### src/assert_macros.svh
// Concurrent assertion helpers shared by the RTL.
`ifndef ASSERT_MACROS_SVH
`define ASSERT_MACROS_SVH

`ifndef SYNTHESIS

`define HMS_ASSERT(name, clk, rst, prop) \
   name: assert property (@(posedge clk) disable iff (rst) prop) \
      else $error("hms assertion failed");

`define HMS_ASSERT_NEVER(name, clk, rst, cond) \
   `HMS_ASSERT(name, clk, rst, !(cond))

`else

`define HMS_ASSERT(name, clk, rst, prop)

`define HMS_ASSERT_NEVER(name, clk, rst, cond)

`endif

`endif

### src/hms_pkg.sv
package hms_pkg;

   localparam int LEN_BITS_DEFAULT = 48;
   localparam int LENGTH_VALUE_BITS = 48;
   localparam int HEX_RADIX = 16;

   localparam logic [7:0] CHR_TAB = 8'h09;
   localparam logic [7:0] CHR_LF = 8'h0A;
   localparam logic [7:0] CHR_CR = 8'h0D;
   localparam logic [7:0] CHR_SPACE = 8'h20;
   localparam logic [7:0] CHR_SEMI = 8'h3B;

   localparam logic [3:0] CLEN_LAST = 4'd15;
   localparam logic [4:0] CHUNKED_LAST = 5'd25;

   localparam logic [1:0] CLASS_HEADER = 2'd0;
   localparam logic [1:0] CLASS_BODY = 2'd1;
   localparam logic [1:0] CLASS_CDATA = 2'd2;
   localparam logic [1:0] CLASS_FRAMING = 2'd3;

   localparam logic [1:0] KIND_NONE = 2'd0;
   localparam logic [1:0] KIND_CLEN = 2'd1;
   localparam logic [1:0] KIND_CHUNKED = 2'd2;

   localparam logic [1:0] ERR_NONE = 2'd0;
   localparam logic [1:0] ERR_BAD_CLEN = 2'd1;
   localparam logic [1:0] ERR_NO_CRLF = 2'd2;
   localparam logic [1:0] ERR_OVERFLOW = 2'd3;

   typedef enum logic [7:0] {
      PH_HEADER  = 8'b0000_0001,
      PH_BODY    = 8'b0000_0010,
      PH_CSIZE   = 8'b0000_0100,
      PH_CEXT    = 8'b0000_1000,
      PH_CDATA   = 8'b0001_0000,
      PH_CCR     = 8'b0010_0000,
      PH_CLF     = 8'b0100_0000,
      PH_TRAILER = 8'b1000_0000
   } phase_type;

   typedef enum logic [3:0] {
      CLP_SKIP   = 4'b0001,
      CLP_DIGITS = 4'b0010,
      CLP_ENDED  = 4'b0100,
      CLP_FAILED = 4'b1000
   } clen_step_type;

   typedef struct packed {
      logic [7:0]                   out_byte;
      logic [1:0]                   byte_class;
      logic                         header_done;
      logic [1:0]                   body_kind;
      logic [LENGTH_VALUE_BITS-1:0] length_value;
      logic                         size_done;
      logic                         chunk_done;
      logic                         message_done;
      logic [1:0]                   error_code;
   } rsp_fields_type;

   // Header terminator CR LF CR LF
   function automatic logic [7:0] end_char(input logic [1:0] pos);
      return pos[0] ? CHR_LF : CHR_CR;
   endfunction

   function automatic logic [7:0] clen_char(input logic [3:0] pos);
      case (pos)
         4'd0: return "C";
         4'd1: return "o";
         4'd2: return "n";
         4'd3: return "t";
         4'd4: return "e";
         4'd5: return "n";
         4'd6: return "t";
         4'd7: return "-";
         4'd8: return "L";
         4'd9: return "e";
         4'd10: return "n";
         4'd11: return "g";
         4'd12: return "t";
         4'd13: return "h";
         4'd14: return ":";
         4'd15: return " ";
         default: return 8'h00;
      endcase
   endfunction

   function automatic logic [7:0] chunked_char(input logic [4:0] pos);
      case (pos)
         5'd0: return "T";
         5'd1: return "r";
         5'd2: return "a";
         5'd3: return "n";
         5'd4: return "s";
         5'd5: return "f";
         5'd6: return "e";
         5'd7: return "r";
         5'd8: return "-";
         5'd9: return "E";
         5'd10: return "n";
         5'd11: return "c";
         5'd12: return "o";
         5'd13: return "d";
         5'd14: return "i";
         5'd15: return "n";
         5'd16: return "g";
         5'd17: return ":";
         5'd18: return " ";
         5'd19: return "c";
         5'd20: return "h";
         5'd21: return "u";
         5'd22: return "n";
         5'd23: return "k";
         5'd24: return "e";
         5'd25: return "d";
         default: return 8'h00;
      endcase
   endfunction

   function automatic logic is_dec(input logic [7:0] b);
      return (b >= "0") && (b <= "9");
   endfunction

   function automatic logic is_hex(input logic [7:0] b);
      return is_dec(b) || ((b >= "a") && (b <= "f")) || ((b >= "A") && (b <= "F"));
   endfunction

   // Letters carry 1..6 in the low nibble
   function automatic logic [3:0] hex_nibble(input logic [7:0] b);
      return is_dec(b) ? b[3:0] : b[3:0] + 4'd9;
   endfunction

   function automatic logic is_size_delim(input logic [7:0] b);
      return (b == CHR_TAB) || (b == CHR_SPACE) || (b == CHR_SEMI) ||
             (b == CHR_CR) || (b == CHR_LF);
   endfunction

endpackage

### src/hms_req_if.sv
interface hms_req_if;
   logic       valid;
   logic       ready;
   logic [7:0] data_byte;

   modport source (output valid, output data_byte, input ready);
   modport sink (input valid, input data_byte, output ready);
endinterface

### src/hms_rsp_if.sv
interface hms_rsp_if;
   logic        valid;
   logic        ready;
   logic [7:0]  out_byte;
   logic [1:0]  byte_class;
   logic        header_done;
   logic [1:0]  body_kind;
   logic [47:0] length_value;
   logic        size_done;
   logic        chunk_done;
   logic        message_done;
   logic [1:0]  error_code;

   modport source (
      output valid, output out_byte, output byte_class, output header_done,
      output body_kind, output length_value, output size_done, output chunk_done,
      output message_done, output error_code, input ready
   );
   modport sink (
      input valid, input out_byte, input byte_class, input header_done,
      input body_kind, input length_value, input size_done, input chunk_done,
      input message_done, input error_code, output ready
   );
endinterface

### src/http_message_splitter.sv
// HTTP/1.1 message framer: each request transaction carries one stream byte, and each
// response transaction returns that byte tagged as header, fixed-length body, chunk data
// or chunk framing, with header, chunk-size, chunk and message completion flags and an
// error code. One byte is accepted every clock cycle unless rsp_bus.ready back-pressure
// holds both registers full; a byte passes through the input register and then the result
// register, and all matching, decimal/hex length parsing and counting happens in the
// single logic stage between them. req_bus.ready follows rsp_bus.ready in the same cycle
// when both registers are full. Any error returns the framer to header parsing.
`include "assert_macros.svh"

module http_message_splitter import hms_pkg::*; #(
   parameter int LEN_BITS = LEN_BITS_DEFAULT
) (
   input  logic      clock,
   input  logic      reset,
   hms_req_if.sink   req_bus,
   hms_rsp_if.source rsp_bus
);

   logic           in_valid_ff, in_valid_in;
   logic [7:0]     in_byte_ff;
   logic           rsp_valid_ff, rsp_valid_in;
   rsp_fields_type rsp_fields_ff;
   rsp_fields_type step_fields;
   logic           step_en;
   logic           stage_free;

   // Advance the input register whenever the result register can take its transaction
   assign stage_free    = !rsp_valid_ff || rsp_bus.ready;
   assign step_en       = in_valid_ff && stage_free;
   assign req_bus.ready = !in_valid_ff || stage_free;

   assign in_valid_in  = (req_bus.valid && req_bus.ready) || (in_valid_ff && !stage_free);
   assign rsp_valid_in = step_en || (rsp_valid_ff && !rsp_bus.ready);

   hms_framer #(
      .LEN_BITS(LEN_BITS)
   ) u_framer (
      .clock     (clock),
      .reset     (reset),
      .step_en   (step_en),
      .data_byte (in_byte_ff),
      .fields    (step_fields)
   );

   always_ff @(posedge clock) begin
      if (reset) begin
         in_valid_ff  <= 1'b0;
         rsp_valid_ff <= 1'b0;
      end else begin
         in_valid_ff  <= in_valid_in;
         rsp_valid_ff <= rsp_valid_in;
      end
   end

   always_ff @(posedge clock) begin
      if (req_bus.valid && req_bus.ready) begin
         in_byte_ff <= req_bus.data_byte;
      end
      if (step_en) begin
         rsp_fields_ff <= step_fields;
      end
   end

   assign rsp_bus.valid        = rsp_valid_ff;
   assign rsp_bus.out_byte     = rsp_fields_ff.out_byte;
   assign rsp_bus.byte_class   = rsp_fields_ff.byte_class;
   assign rsp_bus.header_done  = rsp_fields_ff.header_done;
   assign rsp_bus.body_kind    = rsp_fields_ff.body_kind;
   assign rsp_bus.length_value = rsp_fields_ff.length_value;
   assign rsp_bus.size_done    = rsp_fields_ff.size_done;
   assign rsp_bus.chunk_done   = rsp_fields_ff.chunk_done;
   assign rsp_bus.message_done = rsp_fields_ff.message_done;
   assign rsp_bus.error_code   = rsp_fields_ff.error_code;

   `HMS_ASSERT(a_step_fills_result, clock, reset, step_en |=> rsp_valid_ff)
   `HMS_ASSERT(a_stall_holds_input, clock, reset, (in_valid_ff && !stage_free) |=> (in_valid_ff && $stable(in_byte_ff)))
   `HMS_ASSERT_NEVER(a_no_accept_when_blocked, clock, reset, req_bus.ready && in_valid_ff && !stage_free)

endmodule

### src/hms_framer.sv
`include "assert_macros.svh"

module hms_framer import hms_pkg::*; #(
   parameter int LEN_BITS = LEN_BITS_DEFAULT
) (
   input  logic           clock,
   input  logic           reset,
   input  logic           step_en,
   input  logic [7:0]     data_byte,
   output rsp_fields_type fields
);

   phase_type           phase_ff, phase_in;
   logic [1:0]          end_match_ff, end_match_in;
   logic [3:0]          clen_match_ff, clen_match_in;
   logic [4:0]          chunked_match_ff, chunked_match_in;
   logic                clen_seen_ff, clen_seen_in;
   logic                chunked_seen_ff, chunked_seen_in;
   clen_step_type       clen_step_ff, clen_step_in;
   logic [LEN_BITS-1:0] length_accum_ff, length_accum_in;
   logic [LEN_BITS-1:0] bytes_left_ff, bytes_left_in;
   logic                line_empty_ff, line_empty_in;

   logic [LEN_BITS+3:0] accum_x;
   logic [LEN_BITS+3:0] dec_next;
   logic                dec_ovf;
   logic                hex_ovf;
   logic [LEN_BITS-1:0] bytes_dec;
   logic                end_hit;

   logic                clear;
   phase_type           clear_phase;
   logic [LEN_BITS-1:0] clear_bytes;

   function automatic logic [LENGTH_VALUE_BITS-1:0] to_len(input logic [LEN_BITS-1:0] v);
      logic [LEN_BITS+LENGTH_VALUE_BITS-1:0] w;
      w = {{LENGTH_VALUE_BITS{1'b0}}, v};
      return w[LENGTH_VALUE_BITS-1:0];
   endfunction

   // accum * 10 + digit; overflow when it no longer fits LEN_BITS
   assign accum_x  = {4'b0, length_accum_ff};
   assign dec_next = (accum_x << 3) + (accum_x << 1) + {{LEN_BITS{1'b0}}, data_byte[3:0]};
   assign dec_ovf  = |dec_next[LEN_BITS+3:LEN_BITS];
   assign hex_ovf  = |length_accum_ff[LEN_BITS-1:LEN_BITS-4];

   assign bytes_dec = bytes_left_ff - {{(LEN_BITS-1){1'b0}}, |bytes_left_ff};
   assign end_hit   = (end_match_ff == 2'd3) && (data_byte == CHR_LF);

   always_comb begin
      phase_in         = phase_ff;
      end_match_in     = end_match_ff;
      clen_match_in    = clen_match_ff;
      chunked_match_in = chunked_match_ff;
      clen_seen_in     = clen_seen_ff;
      chunked_seen_in  = chunked_seen_ff;
      clen_step_in     = clen_step_ff;
      length_accum_in  = length_accum_ff;
      bytes_left_in    = bytes_left_ff;
      line_empty_in    = line_empty_ff;
      clear            = 1'b0;
      clear_phase      = PH_HEADER;
      clear_bytes      = '0;

      fields            = '0;
      fields.out_byte   = data_byte;
      fields.byte_class = CLASS_FRAMING;

      case (phase_ff)
         PH_HEADER: begin
            fields.byte_class = CLASS_HEADER;

            if (data_byte == end_char(end_match_ff)) begin
               end_match_in = end_match_ff + 2'd1;
            end else begin
               end_match_in = (data_byte == CHR_CR) ? 2'd1 : 2'd0;
            end

            if (!clen_seen_ff) begin
               if ((clen_match_ff == CLEN_LAST) && (data_byte == clen_char(CLEN_LAST))) begin
                  clen_seen_in    = 1'b1;
                  clen_step_in    = CLP_SKIP;
                  length_accum_in = '0;
                  clen_match_in   = '0;
               end else if (data_byte == clen_char(clen_match_ff)) begin
                  clen_match_in = clen_match_ff + 4'd1;
               end else begin
                  clen_match_in = (data_byte == clen_char(4'd0)) ? 4'd1 : 4'd0;
               end
            end else begin
               case (clen_step_ff)
                  CLP_SKIP: begin
                     if ((data_byte == CHR_SPACE) || (data_byte == CHR_TAB)) begin
                        clen_step_in = CLP_SKIP;
                     end else if (is_dec(data_byte)) begin
                        length_accum_in = {{(LEN_BITS-4){1'b0}}, data_byte[3:0]};
                        clen_step_in    = CLP_DIGITS;
                     end else begin
                        length_accum_in = '0;
                        clen_step_in    = CLP_FAILED;
                     end
                  end
                  CLP_DIGITS: begin
                     if (!is_dec(data_byte)) begin
                        clen_step_in = CLP_ENDED;
                     end else if (dec_ovf) begin
                        // nonzero accum marks overflow rather than missing digits
                        length_accum_in = {{(LEN_BITS-1){1'b0}}, 1'b1};
                        clen_step_in    = CLP_FAILED;
                     end else begin
                        length_accum_in = dec_next[LEN_BITS-1:0];
                     end
                  end
                  default: clen_step_in = clen_step_ff;
               endcase
            end

            if (!chunked_seen_ff) begin
               if ((chunked_match_ff == CHUNKED_LAST) &&
                   (data_byte == chunked_char(CHUNKED_LAST))) begin
                  chunked_seen_in  = 1'b1;
                  chunked_match_in = '0;
               end else if (data_byte == chunked_char(chunked_match_ff)) begin
                  chunked_match_in = chunked_match_ff + 5'd1;
               end else begin
                  chunked_match_in = (data_byte == chunked_char(5'd0)) ? 5'd1 : 5'd0;
               end
            end

            if (end_hit) begin
               clear = 1'b1;
               if (clen_seen_in) begin
                  if ((clen_step_in == CLP_SKIP) ||
                      ((clen_step_in == CLP_FAILED) && (length_accum_in == '0))) begin
                     fields.error_code = ERR_BAD_CLEN;
                  end else if (clen_step_in == CLP_FAILED) begin
                     fields.error_code = ERR_OVERFLOW;
                  end else begin
                     fields.header_done  = 1'b1;
                     fields.body_kind    = KIND_CLEN;
                     fields.length_value = to_len(length_accum_in);
                     if (length_accum_in == '0) begin
                        fields.message_done = 1'b1;
                     end else begin
                        clear_bytes = length_accum_in;
                        clear_phase = PH_BODY;
                     end
                  end
               end else if (chunked_seen_in) begin
                  fields.header_done = 1'b1;
                  fields.body_kind   = KIND_CHUNKED;
                  clear_phase        = PH_CSIZE;
               end else begin
                  fields.header_done  = 1'b1;
                  fields.body_kind    = KIND_NONE;
                  fields.message_done = 1'b1;
               end
            end
         end

         PH_BODY: begin
            fields.byte_class = CLASS_BODY;
            bytes_left_in     = bytes_dec;
            if (bytes_dec == '0) begin
               fields.message_done = 1'b1;
               clear               = 1'b1;
            end
         end

         PH_CSIZE: begin
            if (is_hex(data_byte)) begin
               if (hex_ovf) begin
                  fields.error_code = ERR_OVERFLOW;
                  clear             = 1'b1;
               end else begin
                  length_accum_in = {length_accum_ff[LEN_BITS-5:0], hex_nibble(data_byte)};
               end
            end else if (is_size_delim(data_byte)) begin
               fields.size_done    = 1'b1;
               fields.length_value = to_len(length_accum_ff);
               bytes_left_in       = length_accum_ff;
               length_accum_in     = '0;
               phase_in            = PH_CEXT;
               if (data_byte == CHR_LF) begin
                  if (length_accum_ff == '0) begin
                     phase_in      = PH_TRAILER;
                     line_empty_in = 1'b1;
                  end else begin
                     phase_in = PH_CDATA;
                  end
               end
            end
         end

         PH_CEXT: begin
            if (data_byte == CHR_LF) begin
               if (bytes_left_ff == '0) begin
                  phase_in      = PH_TRAILER;
                  line_empty_in = 1'b1;
               end else begin
                  phase_in = PH_CDATA;
               end
            end
         end

         PH_CDATA: begin
            fields.byte_class = CLASS_CDATA;
            bytes_left_in     = bytes_dec;
            if (bytes_dec == '0) begin
               phase_in = PH_CCR;
            end
         end

         PH_CCR: begin
            if (data_byte == CHR_CR) begin
               phase_in = PH_CLF;
            end else begin
               fields.error_code = ERR_NO_CRLF;
               clear             = 1'b1;
            end
         end

         PH_CLF: begin
            if (data_byte == CHR_LF) begin
               fields.chunk_done = 1'b1;
               phase_in          = PH_CSIZE;
               length_accum_in   = '0;
            end else begin
               fields.error_code = ERR_NO_CRLF;
               clear             = 1'b1;
            end
         end

         PH_TRAILER: begin
            if (data_byte == CHR_LF) begin
               if (line_empty_ff) begin
                  fields.message_done = 1'b1;
                  clear               = 1'b1;
               end else begin
                  line_empty_in = 1'b1;
               end
            end else if (data_byte != CHR_CR) begin
               line_empty_in = 1'b0;
            end
         end

         default: begin
            clear = 1'b1;
         end
      endcase

      // Return every matcher and counter to its reset value; phase and byte count take clear_phase and clear_bytes
      if (clear) begin
         phase_in         = clear_phase;
         end_match_in     = '0;
         clen_match_in    = '0;
         chunked_match_in = '0;
         clen_seen_in     = 1'b0;
         chunked_seen_in  = 1'b0;
         clen_step_in     = CLP_SKIP;
         length_accum_in  = '0;
         bytes_left_in    = clear_bytes;
         line_empty_in    = 1'b1;
      end
   end

   always_ff @(posedge clock) begin
      if (reset) begin
         phase_ff         <= PH_HEADER;
         end_match_ff     <= '0;
         clen_match_ff    <= '0;
         chunked_match_ff <= '0;
         clen_seen_ff     <= 1'b0;
         chunked_seen_ff  <= 1'b0;
         clen_step_ff     <= CLP_SKIP;
         length_accum_ff  <= '0;
         bytes_left_ff    <= '0;
         line_empty_ff    <= 1'b1;
      end else if (step_en) begin
         phase_ff         <= phase_in;
         end_match_ff     <= end_match_in;
         clen_match_ff    <= clen_match_in;
         chunked_match_ff <= chunked_match_in;
         clen_seen_ff     <= clen_seen_in;
         chunked_seen_ff  <= chunked_seen_in;
         clen_step_ff     <= clen_step_in;
         length_accum_ff  <= length_accum_in;
         bytes_left_ff    <= bytes_left_in;
         line_empty_ff    <= line_empty_in;
      end
   end

   `HMS_ASSERT(a_count_phase_nonzero, clock, reset, ((phase_ff == PH_BODY) || (phase_ff == PH_CDATA)) |-> (bytes_left_ff != '0))
   `HMS_ASSERT(a_error_returns_header, clock, reset, (step_en && (fields.error_code != ERR_NONE)) |=> (phase_ff == PH_HEADER))
   `HMS_ASSERT(a_done_returns_header, clock, reset, (step_en && fields.message_done) |=> (phase_ff == PH_HEADER))
   `HMS_ASSERT_NEVER(a_error_without_done, clock, reset, (fields.error_code != ERR_NONE) && (fields.header_done || fields.message_done))

endmodule

### src/flat_wrapper.sv
// flat-port wrapper written by rule: the top's interface ports become plain ports
module http_message_splitter_flat import hms_pkg::*;
#(
   parameter int LEN_BITS = LEN_BITS_DEFAULT
)
  (clock, reset, req_bus_valid, req_bus_data_byte, req_bus_ready, rsp_bus_valid, rsp_bus_out_byte, rsp_bus_byte_class, rsp_bus_header_done, rsp_bus_body_kind, rsp_bus_length_value, rsp_bus_size_done, rsp_bus_chunk_done, rsp_bus_message_done, rsp_bus_error_code, rsp_bus_ready);
  hms_req_if req_bus_i ();
  hms_rsp_if rsp_bus_i ();
  input  logic clock;
  input  logic reset;
  input wire logic [$bits(req_bus_i.valid)-1:0] req_bus_valid;
  input wire logic [$bits(req_bus_i.data_byte)-1:0] req_bus_data_byte;
  output wire logic [$bits(req_bus_i.ready)-1:0] req_bus_ready;
  output wire logic [$bits(rsp_bus_i.valid)-1:0] rsp_bus_valid;
  output wire logic [$bits(rsp_bus_i.out_byte)-1:0] rsp_bus_out_byte;
  output wire logic [$bits(rsp_bus_i.byte_class)-1:0] rsp_bus_byte_class;
  output wire logic [$bits(rsp_bus_i.header_done)-1:0] rsp_bus_header_done;
  output wire logic [$bits(rsp_bus_i.body_kind)-1:0] rsp_bus_body_kind;
  output wire logic [$bits(rsp_bus_i.length_value)-1:0] rsp_bus_length_value;
  output wire logic [$bits(rsp_bus_i.size_done)-1:0] rsp_bus_size_done;
  output wire logic [$bits(rsp_bus_i.chunk_done)-1:0] rsp_bus_chunk_done;
  output wire logic [$bits(rsp_bus_i.message_done)-1:0] rsp_bus_message_done;
  output wire logic [$bits(rsp_bus_i.error_code)-1:0] rsp_bus_error_code;
  input wire logic [$bits(rsp_bus_i.ready)-1:0] rsp_bus_ready;
  assign req_bus_i.valid = req_bus_valid;
  assign req_bus_i.data_byte = req_bus_data_byte;
  assign req_bus_ready = req_bus_i.ready;
  assign rsp_bus_valid = rsp_bus_i.valid;
  assign rsp_bus_out_byte = rsp_bus_i.out_byte;
  assign rsp_bus_byte_class = rsp_bus_i.byte_class;
  assign rsp_bus_header_done = rsp_bus_i.header_done;
  assign rsp_bus_body_kind = rsp_bus_i.body_kind;
  assign rsp_bus_length_value = rsp_bus_i.length_value;
  assign rsp_bus_size_done = rsp_bus_i.size_done;
  assign rsp_bus_chunk_done = rsp_bus_i.chunk_done;
  assign rsp_bus_message_done = rsp_bus_i.message_done;
  assign rsp_bus_error_code = rsp_bus_i.error_code;
  assign rsp_bus_i.ready = rsp_bus_ready;
  http_message_splitter #(.LEN_BITS(LEN_BITS)) u_core (.clock(clock), .reset(reset), .req_bus(req_bus_i), .rsp_bus(rsp_bus_i));
endmodule
### config.mk
export PLATFORM = sky130hd
export DESIGN_NAME = http_message_splitter_flat
export DESIGN_NICKNAME = d
export VERILOG_FILES = /design/src/hms_pkg.sv /design/src/hms_req_if.sv /design/src/hms_rsp_if.sv /design/src/http_message_splitter.sv /design/src/hms_framer.sv /design/src/flat_wrapper.sv
export VERILOG_INCLUDE_DIRS = /design/src /design/src/src
export SDC_FILE = /design/constraint.sdc
export NUM_CORES = 1
export LEC_CHECK = 0
export BUFFER_PORTS_ARGS = -buffer_cell sky130_fd_sc_hd__buf_4
export CORE_MARGIN = 2
export CORE_UTILIZATION = 55
export CTS_BUF_LIST = sky130_fd_sc_hd__clkbuf_8 sky130_fd_sc_hd__clkbuf_16
export DETAILED_ROUTE_END_ITERATION = 16
export GPL_TIMING_DRIVEN = 1
export PLACE_DENSITY_LB_ADDON = 0.25
export SLEW_MARGIN = 20
export SYNTH_ARGS = -nofsm -noshare
export SYNTH_HDL_FRONTEND = slang
export SYNTH_HIERARCHICAL = 1
export SYNTH_SLANG_ARGS = --single-unit
### constraint.sdc
create_clock -name clock -period 15.38 [get_ports clock]
set_input_delay 0 -clock clock [delete_from_list [all_inputs] [get_ports clock]]
set_output_delay 0 -clock clock [all_outputs]
set_load 0.1 [all_outputs]
==> impl_metrics.yaml <==
run_status:
  status: "completed"
detailed_routing:
  drt_first_pass_iters: 6
  vias: 18980
  finalWirelength_um: 68890
  antenna_left: 0
  vias_per_cell: 7.140
  drtIter0Drc: 2454
  remaining_drc_errors: 0
  wl_per_cell_um: 25.91
final_layout:
  final_common_cell: "nand2_1"
  mostFrequentLayoutCells: "nand2_1, nor2_1, o21ai_0, a21oi_1, dfxtp_1"
  final_cell_area_um2: 19130
  areaGrowthSynthToFinish_pct: 8.727
  fin_nets: 2372
  nFillCells: 2882
  drive_above_1_share_pct: 9.039
  diodes: 0
yosys:
  synth_top_cells_by_area: "dfxtp_1, edfxtp_1, ha_1, o21ai_0, nand2_1"
  ys_dominant_reg_cell: "dfxtp_1"
  synth_seq_area_share_pct: 28.34
  synth-edff-count: 74
  synth_area_um2: 17590
  ys_warn_count: 6
  yosysUniqueCellTypes: 100
  async_flop_share_pct: 0
  syn_inst: 2267
  synthesis.nets: 2400
  synth_seq_cells: 212
  synth_area_leader_cell: "dfxtp_1"
  syn_avg_cell_area_um2: 7.759
  synth_top_cell_area_share_pct: 15.71
timing:
  skew_ns: 0.02454
  period_minus_slack_ns: 8.008
  worst_slack_ns: 7.372
  fmax_mhz: 124.9
  fin_tns_setup_ns: 0
  setup_violations: 0
  worstMarginPinSlew_ns: 1.213
  hold_viol_final: 0
  rsz0062_at_grt: "false"
  finalCritPeriodShare_pct: 52.07
  max-slew-margin-rel_pct: 18.25
  slew_violations: 0
global_routing:
  grt_overflow: 0
  grt_pass1_vias: 17330
  track_usage_pct: 40.00
  grt_pass1_wl_um: 103500
  grt_max_degree: 84
  antenna_found_initial: 0
worst_setup_path:
  end_kind: "flop"
  crit_fanout: 64
  start_kind: "flop"
  worstPathRequired_ns: 15.75
  crit_arrival_ns: 8.38
  critical_path_class: "flop to flop"
pwr:
  power.density_nw_per_um2: 74.79
  vdd.ir_drop.worst_uv: 92.30
  p_leak_uw: 0.007288
placement:
  dpl_cell_area_um2: 18250
  pre_cts_slack_ns: 7.625
  globalplace.congestion: 1.043
  port_buffers: 79
  dp_hpwl_um: 50900
clock_tree:
  post_cts_buffers: 0
  post_cts_resized: 0
  cts_tree: "done"
  cts_max_level: 1
  clockRootBuffer: "clkbuf_16"
  clock_path_buffers: 3
  cts_num_sinks: 212
  cts.clk_slew.worst_paths_ns: 0.06
  cts_made_buffers: 24
  clock_latency_ns: 0.54
job:
  maxCapViolCount: 0
floorplan:
  initial_core_util_pct: 55.75
  dieArea_um2: 33430
  row_count: 65
  core_um2: 31560
  die_w_um: 182.8
  io_pins: 80
  chipHeight_um: 182.8
worst_hold_path:
  holdCritPathClass: "input port to flop"
-- final timing paths --
kind	startpoint	to	slack, ns	depth (start not counted)
max	u_core/u_framer/bytes_left_ff[13]	u_core/u_framer/bytes_left_ff[32]	7.37	20
min reg2reg	u_core/u_framer/end_match_ff[1]	u_core/u_framer/end_match_ff[1]	0.48	2
min	req_bus_data_byte[1]	u_core/in_byte_ff[1]	0.18	2
max reg2reg	u_core/u_framer/bytes_left_ff[13]	u_core/u_framer/bytes_left_ff[32]	7.37	20
-- critical path: stages, from the launching register on --
cell and delay [ns]:
dfxtp_1 0.40, or4_4 0.58, or3_1 0.63, nor4_1 0.35, nand2_1 0.25, ha_1 0.28
ha_1 0.23, or4b_2 0.31, nor3_1 0.07, or4_1 0.45, a211oi_1 0.30, nand4_1 0.16
or4_1 0.57, o21ai_4 0.82, buf_4 0.53, nor2_1 0.14, nor2_4 0.57, buf_4 0.65
o21ai_0 0.23, o22ai_1 0.19, nor2_1 0.06
-- per-layer routing --
layer,global-route usage [%],up-vias,wire length [um]
li1,-,8505,-
met1,50.82,8906,26480
met2,66.02,1311,31250
met3,5.818,262,6781
met4,21.22,0,4382
met5,0,-,0
-- synth_stat cells, drive strengths merged, types with 11 or more instances --
cell type / n
or4: 21
dfxtp: 138
or3: 22
nand4b: 11
a21o: 22
nand4: 43
o21a: 20
inv: 41
a21oi: 153
a211oi: 20
nor2b: 11
a2bb2oi: 13
nand2: 251
and3: 12
o21bai: 12
nor2: 223
o211ai: 16
ha: 119
o31ai: 20
o22ai: 12
o221ai: 33
a22o: 19
nor3: 63
xor2: 43
buf: 36
a31oi: 12
clkbuf: 141
nor4: 68
edfxtp: 74
nand3: 61
a22oi: 77
xnor2: 51
o21ai: 224
mux2i: 16
nor4b: 13
-- flip-flops by register name (all words and copies together), names as in the netlist, 4 cells and up, named ones only --
signal,count
u_core/u_framer/bytes_left_ff,48
u_core/u_framer/length_accum_ff,48
u_core/u_framer/chunked_match_ff,5
u_core/u_framer/clen_match_ff,4
u_core/u_framer/clen_step_ff,4
u_core/rsp_bus.out_byte,8
u_core/in_byte_ff,8
u_core/u_framer/phase_ff,8
u_core/rsp_bus.length_value,48
-- per-stage QoR --
step / hold WS [ns] / util [%] / std cells / power, uW
floorplan: 0.06244 / - / 2267 / 794.0
global placement: 0.1782 / 57.83 / 2603 / 875.3
detailed placement: 0.1796 / 57.83 / 2603 / 874.5
CTS: 0.1693 / 60.61 / 2659 / 1429
global route: 0.1813 / 60.61 / 2659 / 1469
finish: 0.1823 / 60.61 / 2659 / 1431
-- area by class of cell --
cell class                 count  area, um^2  share of cell area, %
tap                          402       503.0                  2.630
multi-input combinational   1836       11770                  61.53
clock inverter                20       157.7                 0.8243
clock buffer                  24       600.6                  3.140
inverter                      42       157.7                 0.8243
sequential                   212        4985                  26.06
timing repair buffer         123       953.4                  4.985
-- repair_timing --
item                       4_1_cts  5_1_grt
setup endpoints to repair        0        0
hold buffers                    12        0
hold endpoints to repair        45        0
-- power breakdown --
part	switching [uW]	total (uW)	internal, uW	leakage, uW
Sequential	8.79	598	589	0.00181
Combinational	195	274	79.1	0.00510
Clock	241	559	318	0.000388
-- logic make-up (layout without fill, tap and decap cells) --
family | count (synthesis) | count (layout) | share of synthesized area, %
adders and majority gates | 121 | 121 | 8.692
AOI/OAI and AO/OA | 742 | 742 | 27.74
and+or+nand+nor | 861 | 861 | 24.45
DFF | 212 | 212 | 28.34
buffers and inverters | 219 | 209 | 5.064
muxes | 18 | 18 | 1.038
xor gates and xnor gates | 94 | 94 | 4.680
No activity file was read; power rests on OpenSTA's default activity.
